[config.mk]
export PLATFORM = sky130hd
export DESIGN_NAME = state_variable_filter
export DESIGN_NICKNAME = d
export VERILOG_FILES = /design/src/rtl/svf_pkg.sv /design/src/rtl/state_variable_filter.sv
export SDC_FILE = /design/constraint.sdc
export NUM_CORES = 2
export LEC_CHECK = 0
export BUFFER_PORTS_ARGS = -buffer_cell sky130_fd_sc_hd__buf_4
export CORE_MARGIN = 4
export CORE_UTILIZATION = 29
export CTS_BUF_LIST = sky130_fd_sc_hd__clkbuf_4
export DETAILED_ROUTE_END_ITERATION = 8
export GPL_TIMING_DRIVEN = 0
export PLACE_DENSITY_LB_ADDON = 0.3
export SLEW_MARGIN = 20
export SYNTH_ARGS = -nofsm -noshare
export SYNTH_HDL_FRONTEND = slang
export SYNTH_SLANG_ARGS = --single-unit
[constraint.sdc]
create_clock -name clk -period 9.2 [get_ports clk]
set_input_delay 0.46 -clock clk [delete_from_list [all_inputs] [get_ports clk]]
set_output_delay 0.46 -clock clk [all_outputs]
set_load 0.005 [all_outputs]
[src/rtl/svf_pkg.sv]
// svf_pkg: widths, state codes, register indexes and saturation helpers
// for the state variable filter; used by rtl/state_variable_filter.sv
package svf_pkg;

    localparam int SAMPLE_W  = 24;
    localparam int COEF_W    = 24;
    localparam int COEF_FRAC = 22;
    localparam int STATE_W   = 32;

    localparam int OPND_W = STATE_W + 1;
    localparam int PROD_W = STATE_W + COEF_W;
    localparam int RND_W  = PROD_W + 1 - COEF_FRAC;
    localparam int ACC_W  = RND_W + 2;
    localparam int IDX_W  = 2;

    typedef logic [2:0] fsm_state_t;
    typedef logic [IDX_W-1:0] reg_index_t;

    localparam fsm_state_t ST_IDLE   = 3'd0;
    localparam fsm_state_t ST_A1_I1  = 3'd1;
    localparam fsm_state_t ST_A2_V3  = 3'd2;
    localparam fsm_state_t ST_A2_I1  = 3'd3;
    localparam fsm_state_t ST_A3_V3  = 3'd4;
    localparam fsm_state_t ST_K_V1   = 3'd5;
    localparam fsm_state_t ST_FIN    = 3'd6;

    localparam reg_index_t REG_GAIN_A1 = 2'd0;
    localparam reg_index_t REG_GAIN_A2 = 2'd1;
    localparam reg_index_t REG_GAIN_A3 = 2'd2;
    localparam reg_index_t REG_DAMPING = 2'd3;

    localparam logic [COEF_W-1:0] GAIN_A1_RESET = COEF_W'(1) << COEF_FRAC;
    localparam logic [COEF_W-1:0] DAMPING_RESET = COEF_W'(1) << COEF_FRAC;

    localparam logic signed [ACC_W-1:0] STATE_HI = (ACC_W'(1) <<< (STATE_W - 1)) - ACC_W'(1);
    localparam logic signed [ACC_W-1:0] STATE_LO = -STATE_HI - ACC_W'(1);
    localparam logic signed [ACC_W-1:0] SMP_HI   = (ACC_W'(1) <<< (SAMPLE_W - 1)) - ACC_W'(1);
    localparam logic signed [ACC_W-1:0] SMP_LO   = -SMP_HI - ACC_W'(1);

    typedef logic signed [ACC_W-1:0]    acc_t;
    typedef logic signed [STATE_W-1:0]  state_val_t;
    typedef logic signed [SAMPLE_W-1:0] sample_t;

    function automatic state_val_t sat_state(input acc_t v);
        state_val_t r;
        if (v > STATE_HI)
            r = STATE_HI[STATE_W-1:0];
        else if (v < STATE_LO)
            r = STATE_LO[STATE_W-1:0];
        else
            r = v[STATE_W-1:0];
        return r;
    endfunction

    function automatic sample_t sat_sample(input acc_t v);
        sample_t r;
        if (v > SMP_HI)
            r = SMP_HI[SAMPLE_W-1:0];
        else if (v < SMP_LO)
            r = SMP_LO[SAMPLE_W-1:0];
        else
            r = v[SAMPLE_W-1:0];
        return r;
    endfunction

endpackage

[src/rtl/state_variable_filter.sv]
// state_variable_filter: trapezoidal state variable filter, one shared multiplier
// under a small sequencer; depends on rtl/svf_pkg.sv
//
// One sample item is taken while the sequencer is idle and the lowpass, bandpass
// and highpass result item is presented from the output register after the final
// step; no new sample is taken until the sequencer is back in idle. The pace is
// set by the single 32 x 24 unsigned multiplier, which is used five times in a row
// per sample (a1*s1, a2*v3, a2*s1, a3*v3, k*v1) with a final step for rounding the
// last product and updating the two integrator states. The result sits in an output
// register, so the next sample can be taken while it waits; a finished sample
// holds in its last step only if the previous result has still not been taken.
module state_variable_filter (
    input  logic                                   clk,
    input  logic                                   rst_n,
    input  logic                                   wr_en,
    input  svf_pkg::reg_index_t                    wr_index,
    input  logic [svf_pkg::COEF_W-1:0]             wr_data,
    input  logic                                   sample_valid,
    output logic                                   sample_ready,
    input  logic signed [svf_pkg::SAMPLE_W-1:0]    sample_in,
    output logic                                   result_valid,
    input  logic                                   result_ready,
    output logic signed [svf_pkg::SAMPLE_W-1:0]    lowpass,
    output logic signed [svf_pkg::SAMPLE_W-1:0]    bandpass,
    output logic signed [svf_pkg::SAMPLE_W-1:0]    highpass
);

    logic [svf_pkg::COEF_W-1:0] gain_a1_reg, gain_a2_reg, gain_a3_reg, damping_reg;
    svf_pkg::fsm_state_t        state_reg, state_next;
    svf_pkg::state_val_t        integ_one_reg, integ_two_reg;
    svf_pkg::sample_t           x_reg;
    logic signed [svf_pkg::OPND_W-1:0] v3_reg;
    svf_pkg::state_val_t        v1_reg, v2_reg;
    svf_pkg::acc_t              acc_reg;
    logic [svf_pkg::PROD_W-1:0] prod_reg;
    logic                       neg_reg;
    logic                       result_valid_reg;
    svf_pkg::sample_t           lowpass_reg, bandpass_reg, highpass_reg;

    logic signed [svf_pkg::OPND_W-1:0] opnd;
    logic [svf_pkg::COEF_W-1:0]        coef;
    logic [svf_pkg::STATE_W-1:0]       mag;
    logic [svf_pkg::PROD_W:0]          rnd_sum;
    logic [svf_pkg::RND_W-1:0]         rnd;
    svf_pkg::acc_t                     term;
    svf_pkg::acc_t                     sum;
    svf_pkg::acc_t                     hp;
    logic                              take_in;
    logic                              slot_free;

    assign sample_ready = (state_reg == svf_pkg::ST_IDLE);
    assign take_in      = sample_valid && sample_ready;
    assign slot_free    = !result_valid_reg || result_ready;

    // operand select for the shared multiplier
    always_comb
    begin
        opnd = svf_pkg::OPND_W'(integ_one_reg);
        coef = gain_a1_reg;
        unique case (state_reg)
            svf_pkg::ST_A1_I1:
            begin
                opnd = svf_pkg::OPND_W'(integ_one_reg);
                coef = gain_a1_reg;
            end
            svf_pkg::ST_A2_V3:
            begin
                opnd = v3_reg;
                coef = gain_a2_reg;
            end
            svf_pkg::ST_A2_I1:
            begin
                opnd = svf_pkg::OPND_W'(integ_one_reg);
                coef = gain_a2_reg;
            end
            svf_pkg::ST_A3_V3:
            begin
                opnd = v3_reg;
                coef = gain_a3_reg;
            end
            svf_pkg::ST_K_V1:
            begin
                opnd = svf_pkg::OPND_W'(v1_reg);
                coef = damping_reg;
            end
            default:
            begin
                opnd = svf_pkg::OPND_W'(integ_one_reg);
                coef = gain_a1_reg;
            end
        endcase
    end

    assign mag = opnd[svf_pkg::OPND_W-1] ? svf_pkg::STATE_W'(-opnd)
                                         : svf_pkg::STATE_W'(opnd);

    // round half away from zero on the magnitude, then restore the sign
    assign rnd_sum = {1'b0, prod_reg}
                   + ((svf_pkg::PROD_W+1)'(1) << (svf_pkg::COEF_FRAC - 1));
    assign rnd     = svf_pkg::RND_W'(rnd_sum >> svf_pkg::COEF_FRAC);
    assign term    = neg_reg ? -svf_pkg::acc_t'({2'b00, rnd})
                             : svf_pkg::acc_t'({2'b00, rnd});
    assign sum     = acc_reg + term;
    assign hp      = svf_pkg::acc_t'(x_reg) - term - svf_pkg::acc_t'(v2_reg);

    always_comb
    begin
        state_next = state_reg;
        unique case (state_reg)
            svf_pkg::ST_IDLE:  if (take_in) state_next = svf_pkg::ST_A1_I1;
            svf_pkg::ST_A1_I1: state_next = svf_pkg::ST_A2_V3;
            svf_pkg::ST_A2_V3: state_next = svf_pkg::ST_A2_I1;
            svf_pkg::ST_A2_I1: state_next = svf_pkg::ST_A3_V3;
            svf_pkg::ST_A3_V3: state_next = svf_pkg::ST_K_V1;
            svf_pkg::ST_K_V1:  state_next = svf_pkg::ST_FIN;
            svf_pkg::ST_FIN:   if (slot_free) state_next = svf_pkg::ST_IDLE;
            default:           state_next = svf_pkg::ST_IDLE;
        endcase
    end

    always_ff @(posedge clk or negedge rst_n)
    begin
        if (!rst_n)
        begin
            state_reg        <= svf_pkg::ST_IDLE;
            result_valid_reg <= 1'b0;
            integ_one_reg    <= '0;
            integ_two_reg    <= '0;
            gain_a1_reg      <= svf_pkg::GAIN_A1_RESET;
            gain_a2_reg      <= '0;
            gain_a3_reg      <= '0;
            damping_reg      <= svf_pkg::DAMPING_RESET;
        end
        else
        begin
            state_reg <= state_next;
            if (wr_en)
            begin
                unique case (wr_index)
                    svf_pkg::REG_GAIN_A1: gain_a1_reg <= wr_data;
                    svf_pkg::REG_GAIN_A2: gain_a2_reg <= wr_data;
                    svf_pkg::REG_GAIN_A3: gain_a3_reg <= wr_data;
                    svf_pkg::REG_DAMPING: damping_reg <= wr_data;
                    default:              ;
                endcase
            end
            if (state_reg == svf_pkg::ST_FIN && slot_free)
            begin
                integ_one_reg    <= svf_pkg::sat_state(svf_pkg::acc_t'(v1_reg)
                                    + svf_pkg::acc_t'(v1_reg) - svf_pkg::acc_t'(integ_one_reg));
                integ_two_reg    <= svf_pkg::sat_state(svf_pkg::acc_t'(v2_reg)
                                    + svf_pkg::acc_t'(v2_reg) - svf_pkg::acc_t'(integ_two_reg));
                result_valid_reg <= 1'b1;
            end
            else if (result_ready)
            begin
                result_valid_reg <= 1'b0;
            end
        end
    end

    // datapath registers
    always_ff @(posedge clk)
    begin
        // the last product stays put while the final step waits
        if (state_reg != svf_pkg::ST_FIN)
        begin
            prod_reg <= svf_pkg::PROD_W'(mag) * svf_pkg::PROD_W'(coef);
            neg_reg  <= opnd[svf_pkg::OPND_W-1];
        end
        if (take_in)
        begin
            x_reg  <= sample_in;
            v3_reg <= svf_pkg::OPND_W'(sample_in) - svf_pkg::OPND_W'(integ_two_reg);
        end
        unique case (state_reg)
            svf_pkg::ST_A2_V3: acc_reg <= term;
            svf_pkg::ST_A2_I1: v1_reg  <= svf_pkg::sat_state(sum);
            svf_pkg::ST_A3_V3: acc_reg <= svf_pkg::acc_t'(integ_two_reg) + term;
            svf_pkg::ST_K_V1:  v2_reg  <= svf_pkg::sat_state(sum);
            svf_pkg::ST_FIN:
            begin
                if (slot_free)
                begin
                    lowpass_reg  <= svf_pkg::sat_sample(svf_pkg::acc_t'(v2_reg));
                    bandpass_reg <= svf_pkg::sat_sample(svf_pkg::acc_t'(v1_reg));
                    highpass_reg <= svf_pkg::sat_sample(hp);
                end
            end
            default: ;
        endcase
    end

    assign result_valid = result_valid_reg;
    assign lowpass      = lowpass_reg;
    assign bandpass     = bandpass_reg;
    assign highpass     = highpass_reg;

    a_start: assert property (@(posedge clk) disable iff (!rst_n)
        (sample_valid && sample_ready) |=> state_reg == svf_pkg::ST_A1_I1)
        else $error("sequencer did not start after sample item");

    a_result_from_fin: assert property (@(posedge clk) disable iff (!rst_n)
        $rose(result_valid_reg) |-> $past(state_reg) == svf_pkg::ST_FIN)
        else $error("result raised outside final step");

    a_state_hold: assert property (@(posedge clk) disable iff (!rst_n)
        (state_reg != svf_pkg::ST_FIN) |=> $stable(integ_one_reg) && $stable(integ_two_reg))
        else $error("integrator changed outside final step");

    a_no_overwrite: assert property (@(posedge clk) disable iff (!rst_n)
        (result_valid_reg && !result_ready) |=> result_valid_reg && $stable(lowpass_reg)
            && $stable(bandpass_reg) && $stable(highpass_reg))
        else $error("pending result overwritten");

endmodule
==> flow_summary.json <==
{
  "period_share_pct": 104.0,
  "slew_viol_final": 0,
  "io_pins": 129,
  "worstPathMaxFanout": 10,
  "initial_utilization_pct": 29.16,
  "cts_made_buffers": 133,
  "crit_top_cell": "fa_1",
  "reg2reg_depth": 32,
  "rsz0062_at_grt": "yes",
  "synthArstFlopShare_pct": 38.14,
  "critPathMaxStageDelay_ns": 0.82,
  "cts-root-buf": "clkbuf_4",
  "grt_pass1_wl_um": 314600,
  "r2r_end": "prod_reg[44]",
  "drive_gt1_share_pct": 18.73,
  "worstSetupPathType": "reg2reg",
  "skew_ns": 0.09952,
  "hold_viol": 0,
  "routabilityCongestion": 0.9774,
  "finalSetupViolations": 19,
  "grt_max_degree": 97,
  "worstSetupEndpointType": "flip-flop",
  "clk_latency_ns": 1.16,
  "dp_slack_ns": -3.497,
  "tns_ns": -4.055,
  "die_h_um": 442.6,
  "largest_reg_flops": 37,
  "hp-class": "in2reg",
  "synthesis.area_um2": 54770,
  "dr.pass1.iters": 6,
  "clkTransAtPathRegs_ns": 0.06,
  "die_w_um": 442.6,
  "min_to": "x_reg[0]",
  "drv_cap": 0,
  "grt_pass1_vias": 47490,
  "hp-start": "sample_in[0]",
  "violations": "negative setup slack",
  "yosysUniqueCellTypes": 113,
  "fin_area_um2": 66950,
  "arrival_ns": 10.40,
  "via_count": 47150,
  "ant_nets": 0,
  "antenna_found_initial": 22,
  "grt-ovfl-total": 0,
  "core.rowCount": 159,
  "fillCellCount": 19010,
  "dieArea_um2": 195900,
  "critical_path_required_ns": 10.03,
  "final_cell_mix": "inv_1 (927), fa_1 (674), nand2_1 (641), nor2_1 (492), ha_1 (365)",
  "drcViolationCount": 0,
  "r2r_start": "state_reg[2]",
  "core_um2": 187800,
  "setup_ws_ns": -0.3701,
  "synth_edf_count": 266,
  "htreeDepth": 4,
  "drt-total-wl_um": 212300,
  "syn-num-nets": 7054,
  "synth_flop_cell": "edfxtp_1",
  "seq_area_frac_synth_pct": 22.08,
  "post-dp-hpwl_um": 168100,
  "avgSynthCellArea_um2": 9.261,
  "startpoint_type": "flip-flop",
  "final-instance-count-excl-fill": 9095,
  "cts_max_path_buffers": 3,
  "status": "finished, violations left",
  "yosysWarnings": 0,
  "wl_per_cell_um": 23.34,
  "cts_tree": "yes",
  "area_delta_synth_final_pct": 22.24,
  "clock.fmax_ghz": 0.1045,
  "crit_slowest_cell": "o221ai_2",
  "syn_inst": 5914,
  "fin_crit_ns": 9.570,
  "worst_pin_slew_ns": 1.221,
  "relSlewSlack_pct": 18.58,
  "placedCellCount": 8552,
  "synth-seq-cells": 430,
  "via_per_inst": 5.184,
  "cts_sinks": 430,
  "grt_usage_pct": 21.43,
  "r2r_setup_slack_ns": -0.37,
  "nets": 7627,
  "initialDrtViolationCount": 4131,
  "final_common_cell": "inv_1",
  "hold_depth": 2,
  "place_area_um2": 59340,
  "io_buffer_count": 128
}
## metal layers
layer  GRT usage, %  wire, um  share of wire [%]  vias to the layer above
met5              0        18             0.0085                        -
met4          9.305     10410                4.9                        4
met3          4.659     18890                8.9                      456
met2          33.61     95380                 45                     2018
met1          28.48     87560                 41                    23820
li1               -         -                  -                    20850
## final cells by class
class | count | area, um^2 | share of cell area (%)
inverters | 950 | 3585 | 5.354
multi-input cells | 4290 | 40640 | 60.71
clock buffers | 184 | 1381 | 2.063
flip-flops and latches | 430 | 12090 | 18.06
plain buffers | 237 | 1836 | 2.742
diodes | 12 | 30.03 | 0.04485
clock inverters | 52 | 301.5 | 0.4504
repair buffers | 445 | 3958 | 5.911
well taps | 2495 | 3122 | 4.663
## logic make-up after synthesis
logic type	after synthesis	synth area share, %
AOI/OAI and AO/OA	1088	13.45
xor gates and xnor gates	333	5.428
adders and majority gates	1085	34.36
buffers and inverters	1194	8.391
DFF	430	22.08
muxes	131	2.632
and+or+nand+nor	1653	13.66
## worst max path at each step
stage            startpoint           end  slack, ns  depth (start not counted)
2_1_floorplan  state_reg[2]  prod_reg[55]     0.0002                         36
3_3_place_gp   state_reg[1]  prod_reg[41]      -3.60                         37
3_5_place_dp   state_reg[1]  prod_reg[54]      -3.50                         35
4_1_cts        state_reg[1]  prod_reg[48]      -0.34                         38
5_1_grt        state_reg[2]  prod_reg[55]      -0.59                         37
6_report       state_reg[2]  prod_reg[44]      -0.37                         32
## synthesized netlist by cell type, types with 34 or more instances
master	n	area, um^2
mux2_2	104	1171
xnor2_1	192	1682
nand4_1	47	294.0
nand3_1	74	370.4
ha_1	387	4842
nand2_1	669	2511
clkbuf_1	189	709.4
nor3_1	85	425.4
a21o_1	111	833.3
inv_1	947	3555
nor2_1	504	1892
nor2b_1	43	269.0
o21ai_0	219	1096
xor2_1	135	1182
fa_1	698	13970
a31oi_1	34	212.7
nand2b_1	47	294.0
a21oi_1	251	1256
o21bai_1	37	277.8
a211oi_1	52	390.4
dfrtp_1	162	4054
edfxtp_1	266	7988
o21a_1	80	600.6
## timing repair
item / 4_1_cts / 5_1_grt
cloned: 2 / 2
setup buffers: 157 / 60
endpoints found under the hold margin: 317 / 0
endpoints found under the setup margin: 35 / 40
gates resized for setup: 571 / 164
hold buffers: 81 / 0
pin swaps: 155 / 72
## per-stage QoR
stage               hold slack, ns  util [%]
global route               0.04972     35.64
finish                      0.1113     35.65
detailed placement          0.4872     31.60
floorplan                   0.1644         -
global placement            0.4817     31.38
CTS                       0.004199     35.03
## critical path: cells and delay by family, from the launching register on
kind	cells	cell delay [ns]
and+or+nand+nor	6	0.96
DFF	1	0.38
buffers and inverters	10	1.92
AOI/OAI and AO/OA	8	2.29
adders and majority gates	8	3.71
Power is left out: the tool's default activity adds up to more than one toggle a clock period on the data nets, which glitch-free logic cannot reach.
